**config.mk**
```make
export PLATFORM = sky130hd
export DESIGN_NAME = sha256_byte_stream_hasher
export DESIGN_NICKNAME = d
export VERILOG_FILES = /design/src/sv/s256bh_pkg.sv /design/src/sv/sha256_byte_stream_hasher.sv
export SDC_FILE = /design/constraint.sdc
export NUM_CORES = 2
export LEC_CHECK = 0
export ABC_AREA = 1
export BUFFER_PORTS_ARGS = -buffer_cell sky130_fd_sc_hd__buf_2
export CAP_MARGIN = 30
export CORE_MARGIN = 2
export CORE_UTILIZATION = 50
export DETAILED_ROUTE_END_ITERATION = 6
export GPL_TIMING_DRIVEN = 0
export HOLD_SLACK_MARGIN = 0.03
export PLACE_DENSITY = 0.76
export SLEW_MARGIN = 30
export SYNTH_ARGS = -nofsm -noshare
export SYNTH_HDL_FRONTEND = slang
export SYNTH_SLANG_ARGS = --single-unit
```
**constraint.sdc**
```tcl
create_clock -name clk -period 9.8 [get_ports clk]
set_input_delay 0.98 -clock clk [delete_from_list [all_inputs] [get_ports clk]]
set_output_delay 0.98 -clock clk [all_outputs]
set_load 0.05 [all_outputs]
```
**src/sv/s256bh_pkg.sv**
```systemverilog
// Package for the SHA-256 byte stream hasher.
// Holds the round constants, initial hash values and a rotate helper function.
// No dependencies.
package s256bh_pkg;

	localparam int unsigned WordW = 32;

	typedef logic [WordW-1:0] word_t;

	typedef enum logic [5:0] {
		ST_LOAD = 6'b000001,
		ST_PAD  = 6'b000010,
		ST_INIT = 6'b000100,
		ST_RND  = 6'b001000,
		ST_ADD  = 6'b010000,
		ST_OUT  = 6'b100000
	} state_t;

	localparam word_t InitH [8] = '{
		32'h6a09e667, 32'hbb67ae85, 32'h3c6ef372, 32'ha54ff53a,
		32'h510e527f, 32'h9b05688c, 32'h1f83d9ab, 32'h5be0cd19
	};

	localparam word_t RoundK [64] = '{
		32'h428a2f98, 32'h71374491, 32'hb5c0fbcf, 32'he9b5dba5,
		32'h3956c25b, 32'h59f111f1, 32'h923f82a4, 32'hab1c5ed5,
		32'hd807aa98, 32'h12835b01, 32'h243185be, 32'h550c7dc3,
		32'h72be5d74, 32'h80deb1fe, 32'h9bdc06a7, 32'hc19bf174,
		32'he49b69c1, 32'hefbe4786, 32'h0fc19dc6, 32'h240ca1cc,
		32'h2de92c6f, 32'h4a7484aa, 32'h5cb0a9dc, 32'h76f988da,
		32'h983e5152, 32'ha831c66d, 32'hb00327c8, 32'hbf597fc7,
		32'hc6e00bf3, 32'hd5a79147, 32'h06ca6351, 32'h14292967,
		32'h27b70a85, 32'h2e1b2138, 32'h4d2c6dfc, 32'h53380d13,
		32'h650a7354, 32'h766a0abb, 32'h81c2c92e, 32'h92722c85,
		32'ha2bfe8a1, 32'ha81a664b, 32'hc24b8b70, 32'hc76c51a3,
		32'hd192e819, 32'hd6990624, 32'hf40e3585, 32'h106aa070,
		32'h19a4c116, 32'h1e376c08, 32'h2748774c, 32'h34b0bcb5,
		32'h391c0cb3, 32'h4ed8aa4a, 32'h5b9cca4f, 32'h682e6ff3,
		32'h748f82ee, 32'h78a5636f, 32'h84c87814, 32'h8cc70208,
		32'h90befffa, 32'ha4506ceb, 32'hbef9a3f7, 32'hc67178f2
	};

	function automatic word_t ror(input word_t x, input int unsigned n);
		return (x >> n) | (x << (WordW - n));
	endfunction

endpackage

```
**src/sv/sha256_byte_stream_hasher.sv**
```systemverilog
// Top level of the SHA-256 byte stream hasher: byte buffer, shared round unit and
// output sequencer in one module. Depends on s256bh_pkg.
//
// channel | dir | tdata                                | tuser | tlast
// s_axis  | in  | data_byte[7:0]                       | -     | end_of_message
// m_axis  | out | digest_word[31:0], word_index[34:32] | -     | final_word
//
// Bytes are accepted only in the load state. The 64th byte of a block starts a setup step,
// the rounds of the shared round unit and a chaining add.
// The last byte adds a padding step per empty buffer slot, a padding pass over a fresh block and
// a second compression when the length does not fit, and eight output items that wait
// on m_axis_tready. Reset puts the initial hash values in place; no clearing pass is needed.
module sha256_byte_stream_hasher (
	input  logic        clk,
	input  logic        arst_n,
	input  logic        s_axis_tvalid,
	output logic        s_axis_tready,
	input  logic [7:0]  s_axis_tdata,  // data_byte[7:0]
	input  logic        s_axis_tlast,
	output logic        m_axis_tvalid,
	input  logic        m_axis_tready,
	output logic [39:0] m_axis_tdata,  // digest_word[31:0], word_index[34:32], zeros
	output logic        m_axis_tlast
);
	import s256bh_pkg::*;

	state_t      state_q;
	logic [5:0]  fill_q;
	logic [63:0] bitlen_q;
	word_t       h_q [8];
	word_t       r_q [8];
	word_t       w_q [16];
	logic [5:0]  rnd_q;
	logic        last_q;
	logic        mark_q;
	logic        len_done_q;
	logic [2:0]  oidx_q;

	logic        acc;
	word_t       wnew, wcur, s0, s1, t1, t2, x, y;
	logic [7:0]  padb;

	assign acc = s_axis_tvalid && s_axis_tready;
	assign s_axis_tready = (state_q == ST_LOAD);
	assign m_axis_tvalid = (state_q == ST_OUT);
	assign m_axis_tdata  = {5'd0, oidx_q, h_q[oidx_q]};
	assign m_axis_tlast  = (oidx_q == 3'd7);

	always_comb begin
		x = w_q[1];
		y = w_q[14];
		wnew = w_q[0] + (ror(x, 7) ^ ror(x, 18) ^ (x >> 3)) +
			(ror(y, 17) ^ ror(y, 19) ^ (y >> 10)) + w_q[9];
		wcur = w_q[0];
		s1 = ror(r_q[4], 6) ^ ror(r_q[4], 11) ^ ror(r_q[4], 25);
		t1 = r_q[7] + s1 + ((r_q[4] & r_q[5]) ^ (~r_q[4] & r_q[6])) + RoundK[rnd_q] + wcur;
		s0 = ror(r_q[0], 2) ^ ror(r_q[0], 13) ^ ror(r_q[0], 22);
		t2 = s0 + ((r_q[0] & r_q[1]) ^ (r_q[0] & r_q[2]) ^ (r_q[1] & r_q[2]));
		if (mark_q) begin
			padb = 8'h80;
		end else if (len_done_q && fill_q >= 6'd56) begin
			padb = bitlen_q[{~fill_q[2:0], 3'b000} +: 8];
		end else begin
			padb = 8'h00;
		end
	end

	// Bytes land big-endian in the schedule window, which then rolls during the rounds.
	always_ff @(posedge clk) begin
		if (acc) begin
			w_q[fill_q[5:2]][{~fill_q[1:0], 3'b000} +: 8] <= s_axis_tdata;
		end else if (state_q == ST_PAD) begin
			w_q[fill_q[5:2]][{~fill_q[1:0], 3'b000} +: 8] <= padb;
		end else if (state_q == ST_RND) begin
			for (int i = 0; i < 15; i++) w_q[i] <= w_q[i+1];
			w_q[15] <= wnew;
		end
		if (state_q == ST_INIT) begin
			for (int i = 0; i < 8; i++) r_q[i] <= h_q[i];
		end else if (state_q == ST_RND) begin
			r_q[7] <= r_q[6]; r_q[6] <= r_q[5]; r_q[5] <= r_q[4];
			r_q[4] <= r_q[3] + t1;
			r_q[3] <= r_q[2]; r_q[2] <= r_q[1]; r_q[1] <= r_q[0];
			r_q[0] <= t1 + t2;
		end
	end

	always_ff @(posedge clk or negedge arst_n) begin
		if (!arst_n) begin
			state_q    <= ST_LOAD;
			fill_q     <= '0;
			bitlen_q   <= '0;
			rnd_q      <= '0;
			last_q     <= 1'b0;
			mark_q     <= 1'b0;
			len_done_q <= 1'b0;
			oidx_q     <= '0;
			for (int i = 0; i < 8; i++) h_q[i] <= InitH[i];
		end else begin
			unique case (state_q)
				ST_LOAD: begin
					if (acc) begin
						fill_q   <= fill_q + 6'd1;
						bitlen_q <= bitlen_q + 64'd8;
						if (s_axis_tlast) begin
							last_q <= 1'b1;
							mark_q <= 1'b1;
						end
						if (fill_q == 6'd63) begin
							state_q <= ST_INIT;
						end else if (s_axis_tlast) begin
							state_q <= ST_PAD;
						end
					end
				end
				ST_PAD: begin
					fill_q <= fill_q + 6'd1;
					if (mark_q) begin
						// The length fits only if 0x80 lands before the last eight bytes.
						mark_q     <= 1'b0;
						len_done_q <= (fill_q < 6'd56);
					end
					if (fill_q == 6'd63) state_q <= ST_INIT;
				end
				ST_INIT: begin
					rnd_q   <= '0;
					state_q <= ST_RND;
				end
				ST_RND: begin
					rnd_q <= rnd_q + 6'd1;
					if (rnd_q == 6'd63) state_q <= ST_ADD;
				end
				ST_ADD: begin
					for (int i = 0; i < 8; i++) h_q[i] <= h_q[i] + r_q[i];
					fill_q <= '0;
					if (len_done_q) begin
						state_q <= ST_OUT;
						oidx_q  <= '0;
					end else if (last_q) begin
						// Padding goes on in a fresh block that carries the length.
						len_done_q <= 1'b1;
						state_q    <= ST_PAD;
					end else begin
						state_q <= ST_LOAD;
					end
				end
				ST_OUT: begin
					if (m_axis_tready) begin
						oidx_q <= oidx_q + 3'd1;
						if (oidx_q == 3'd7) begin
							state_q    <= ST_LOAD;
							bitlen_q   <= '0;
							last_q     <= 1'b0;
							len_done_q <= 1'b0;
							for (int i = 0; i < 8; i++) h_q[i] <= InitH[i];
						end
					end
				end
				default: state_q <= ST_LOAD;
			endcase
		end
	end

`ifndef NO_ASSERTIONS
	a_no_in_busy: assert property (@(posedge clk) disable iff (!arst_n)
		m_axis_tvalid |-> !s_axis_tready) else $error("input taken while output");
	a_out_order: assert property (@(posedge clk) disable iff (!arst_n)
		(m_axis_tvalid && m_axis_tready && !m_axis_tlast) |=> m_axis_tvalid)
		else $error("digest burst broken");
	a_rnd_len: assert property (@(posedge clk) disable iff (!arst_n)
		(state_q == ST_INIT) |=> (state_q == ST_RND && rnd_q == 6'd0))
		else $error("round start");
`endif
endmodule

```
### Word-level counts from Yosys, hierarchy flattened

Memory sizes are Yosys's and may differ from the RTL's.
Cells that the tools add are included.

* bits in read-only memories: 2048
* register bits after elaboration: 344
* RAM bits: 768
* logic and storage cells: 252
* memories: 3
* output and inout port bits: 43

* order comparisons: 4
* add/sub/neg operators: 23
* bitwise logic cells: 71
* mux-type cells: 96
* eq/ne operators: 18
* reduce and logical (&&, ||, !) cells: 17
* shifts and indexed selects: 4

Memory list
* (name not given): depth 64, width 32, read ports 1, clocked after Yosys merged registers in 0, write ports 0, line sha256_byte_stream_hasher.sv:56 `t1 = r_q[7] + s1 + ((r_q[4] & r_q[5]) ^ (~r_q[4] & r_q[6])) + RoundK[rnd_q] + wcur;`
* w_q: depth 16, width 32, read ports 16, clocked after Yosys merged registers in 0, write ports 16, line sha256_byte_stream_hasher.sv:32 `word_t w_q [16];`
* r_q: depth 8, width 32, read ports 8, clocked after Yosys merged registers in 0, write ports 8, line sha256_byte_stream_hasher.sv:31 `word_t r_q [8];`

Operator list (count)
* $add A32 B32 Y32: 18
* $mux W256: 2
* $mux W32: 16
* $pmux W256 S2: 1
* $xor A32 B32 Y32: 9
* $mux W64: 3
* $and A32 B32 Y32: 5
* $pmux W64 S2: 1
* $bmux W32 S3: 1
* $add A64 B4 Y64 const B: 1
* $shiftx A64 B7 Y8: 1
* $shiftx A8 B7 Y32: 2
* $mux W6: 9
* $mux W1: 50
* $or A1 B1 Y1: 40
* $pmux W6 S6: 1
* $not A32 Y32: 1
* $or A10 B32 Y32: 1
* $or A13 B32 Y32: 1
* $or A14 B32 Y32: 1
* $or A15 B32 Y32: 1
* $or A19 B32 Y32: 1
* $or A21 B32 Y32: 1
* $or A25 B32 Y32: 1
* other kinds (45): 65

### Logic depth before layout (Yosys ltp)

An unclocked memory read counts as a cell.

* depth after elaboration: 10
* gate-level depth with buffers: 48

### Worst setup path after synthesis

No wires, ideal clock.

* kind: register to register
* start point: register state_q[1]
* end point: register state_q[0]
* cell stages (with the launch flop): 9
* setup slack: 2390 ps
* setup time: 83 ps
* clock period less this slack: 7410 ps
* data arrival time: 7327 ps
* path buffers: 0
* path through: dfrtp_1 -> nor2_4 -> nand2_1 -> nor2_2 -> inv_2 -> nand2_1 -> o21ai_0 -> nor2_1 -> a21oi_1

* cells in the longest elaborated chain, start to end: 4
* elaborated cells between the ends (all ways): 15
* classes of those cells: 12 x eq/ne; 1 x mux; 2 x reduce/logical

RTL lines
* start, declared: line sha256_byte_stream_hasher.sv:27 `state_t state_q;`
* start signal, assigned: line sha256_byte_stream_hasher.sv:90 `state_q <= ST_LOAD;`
* start signal, assigned: line sha256_byte_stream_hasher.sv:110 `state_q <= ST_INIT;`
* start signal, assigned: line sha256_byte_stream_hasher.sv:112 `state_q <= ST_PAD;`
* $eq A6 B1 Y1: line sha256_byte_stream_hasher.sv:44, sha256_byte_stream_hasher.sv:100
* $logic_and A1 B1 Y1: line sha256_byte_stream_hasher.sv:43 `assign acc = s_axis_tvalid && s_axis_tready;`
* $ne A2 B1 Y1 (no line)
* $reduce_and A6 Y1 (no line)

Several ways; a longest one is shown, not always the timed one.
A chain may end at the register's enable or synchronous reset.

==> impl_results.md <==
* Most used routing layer: met2
* DRC violations left at 2
* Detail Route Antenna Nets at 0
* Hold WC Path Type: in -> reg
* Max incr delay on CP at slightly above 0.7 ns
* TritonCTS Sinks at ~1100
* Max Cap Violations at 0
* Arrival @ worst endpoint at 10.12 ns
* Tot GR Track Use at 47.2%
* Final WL at 393000 µm
* Post-DP Area at 0.0842 mm²
* Mux share of post-synthesis cell area at 0.0748%
* Avg Cell Area, Syn at between 7 and 8 µm²
* Pins over their slew limit at 0
* Die extent in x at 405 µm
* Pin count of the biggest net entering global routing at 76
* Post-route minimum period at 9.60 ns
* Most common cell on crit path: inv_1
* M2 GR Usage at 68.6%
* Slew @ Worst Pin at ~1.3 ns
* Starting Density at between 50% and 60%
* Port bufs at 50
* # H-tree levels at 4
* Final setup margin at 0.197 ns
* Placer's final routability congestion estimate at 1.12
* Rel. slew slack at 12.8%
* Final Cycle Share at 98.0%
* Main combinational cell family by area after synthesis: simple AND/OR/NAND/NOR gates
* Ys Warns at 0
* Worst-path fanout max at 11
* Number of global-route vias before repair at around 75000
* Drt via density at roughly 6.4
* Initial drt markers at 12000
* Crit path max-delay cell type: a21boi_0
* WS Path Type: reg -> reg
* CP bufs+invs at 9
* Crit path launch type: register
* Post-Syn Area at approximately 0.08 mm²
* Num CTS Buffers at 132
* Synth Area in XOR/XNOR at 4.59%
* Post-synthesis sequential area ratio at 39.6%
* Clk buf depth at 3
* Met1 GRT Util at 58.4%
* Finished Cell Area at about 0.089 mm²
* Synth Area in Compound Gates at around 16%
* Final hold violations at 0
* Number of synthesized flops with an enable pin at 768
* Syn Inst Count at 10200
* Final setup TNS at 0 ns
* Clk_lat worst skew at 0.83 ns
* Final Skew at 0.0560 ns
* Height of the die at 405 µm
* Commonest non-fill, non-tap cell in the layout: nand2_1
* Area growth syn-to-layout at 10.7%
* Worst-path clk slew at 0.06 ns
* DR vias at 80500
* Dpl ws at -1.09 ns
* Fmax achieved at 104 MHz
* Final setup violation count at 0
* Violated checks: DRC
* Remaining Overflow, GRT at 0
* Final net count at 11000
* First-pass GRT wire length at 546000 µm
* Initial antenna violation count at 30
* CTS Root Cell: clkbuf_16
* Dominant synthesized flop cell: edfxtp_1
* Total Die Area at 0.164 mm²
* R2r setup slk at around 0.2 ns
* #FFs+latches synth at between 1000 and 1500
* Routing usage on met3 at about 17%
* Ys async rst share at between 30 and 40%
* Core footprint at 0.160 mm²
* Fillcell total at 14700
* I/O pin cnt at 56
* Post-Synth Simple-Gate Area at a little over a fifth
* Routed len/inst at 31.1 µm
* Critical path data required time at 10.32 ns
* Top delay family on crit path: adder cells
* Hold slack at ~0.48 ns
* Row count at 147
* Dpl hpwl at 317000 µm
* Status: finished with violations
* Adder-cell share of the synthesized area at 11.1%
* Layout cells sized above 1 at 6.56%
* CTS tree: done
* Drt first pass iters at 7
* Netlist cell types at 70
* Most frequent cells in the layout: 2766 x nand2_1, 1252 x inv_1, 866 x o21ai_0
* Crit path capture type: register
## worst reg2reg max path, delay by kind of cell, from the launching register on
family / cells / cell delay, ns
flip-flops: 1 / 0.61
adder cells (fa/ha/maj): 8 / 3.34
XOR/XNOR: 2 / 1.07
AO/OA/AOI/OAI: 7 / 2.51
AND/OR/NAND/NOR: 6 / 0.68
buffers and inverters: 9 / 1.08
## metal layers
| layer | vias up | wire, µm |
|---|---|---|
| li1 | 34500 | - |
| met1 | 38400 | 140000 |
| met2 | 6134 | 163000 |
| met3 | 1430 | 55600 |
| met4 | 28 | 34300 |
| met5 | - | 276 |
## Yosys cell counts (13+ instances only)
master    count  area, µm²
xnor2_1     171       1500
nand3b_1     20        150
o22ai_1     113        707
o221ai_1     20        175
o31ai_1      33        248
fa_1        195       3900
a21o_1       58        435
edfxtp_1    768      23100
a21oi_1     712       3560
o21bai_1     78        586
o21ai_0     946       4730
nand2_2      14       87.6
a21boi_0     34        255
a211oi_1     15        113
o211ai_1     31        233
buf_1        33        124
nand3_1     363       1820
nor4_1       40        250
a22oi_1      15        113
or2_2        30        188
buf_2        57        285
nand2_1    2770      10400
inv_1      1255       4710
a31oi_1      79        494
nor2_1      652       2450
ha_1        399       4990
nor3_1      101        505
dfrtp_1     204       5100
a221oi_1     36        315
clkbuf_1    287       1080
xor2_1      250       2190
inv_2        13       48.8
dfstp_2     137       3600
o21a_1       27        203
nand4_1     101        632
## cells by family after synthesis
| logic type | count (synthesis) |
|---|---|
| AOI/OAI and AO/OA | 2266 |
| xor gates and xnor gates | 421 |
| adders and majority gates | 595 |
| buffers and inverters | 1658 |
| DFF | 1109 |
| muxes | 6 |
| other | 1 |
| and+or+nand+nor | 4124 |
## registers in the layout, indices dropped and copies added, names as in the netlist
signal,count
len_done_q,1
w_q,512
rnd_q,6
fill_q,6
oidx_q,3
mark_q,1
state_q,6
h_q,256
last_q,1
bitlen_q,61
r_q,256
## worst paths after layout
check / to / start / depth (start not counted)
worst max-delay path: r_q[0][10] / rnd_q[1] / 32
worst min register to register: h_q[224] / h_q[224] / 2
worst max register to register: r_q[0][10] / rnd_q[1] / 32
min in group asynchronous: h_q[248] / arst_n / 2
max in group asynchronous: h_q[22] / arst_n / 4
worst min-delay path: last_q / s_axis_tlast / 3
## timing repair
| item | 4_1_cts | 5_1_grt |
|---|---|---|
| hold buffers | 1 | 0 |
| endpoints found under the hold margin | 7 | 0 |
| pin swaps | 1 | 0 |
| resized for setup | 30 | 30 |
| buffers inserted | 2 | 6 |
| setup endpoints to repair | 18 | 14 |
## per-stage QoR
stage | std cells | utilization, %
2_1_floorplan | 10200 | -
3_3_place_gp | 12300 | 52.0
3_5_place_dp | 12400 | 52.6
4_1_cts | 12600 | 55.5
5_1_grt | 12600 | 55.5
6_report | 12600 | 55.6
## area by class of cell
cell class / count / area, µm² / area share (%)
clock inverter: 71 / 800 / 0.899
tap: 2086 / 2610 / 2.94
clock buffer: 172 / 3550 / 3.99
sequential: 1109 / 31800 / 35.7
antenna: 14 / 35.0 / 0.0394
buffer: 385 / 1630 / 1.83
inverter: 1272 / 4780 / 5.38
timing repair buffer: 103 / 1250 / 1.41
multi-input combinational: 7417 / 42500 / 47.8
Power is not shown: default switching activity piles up to over one toggle a cycle in this logic, so the estimate is an artifact.
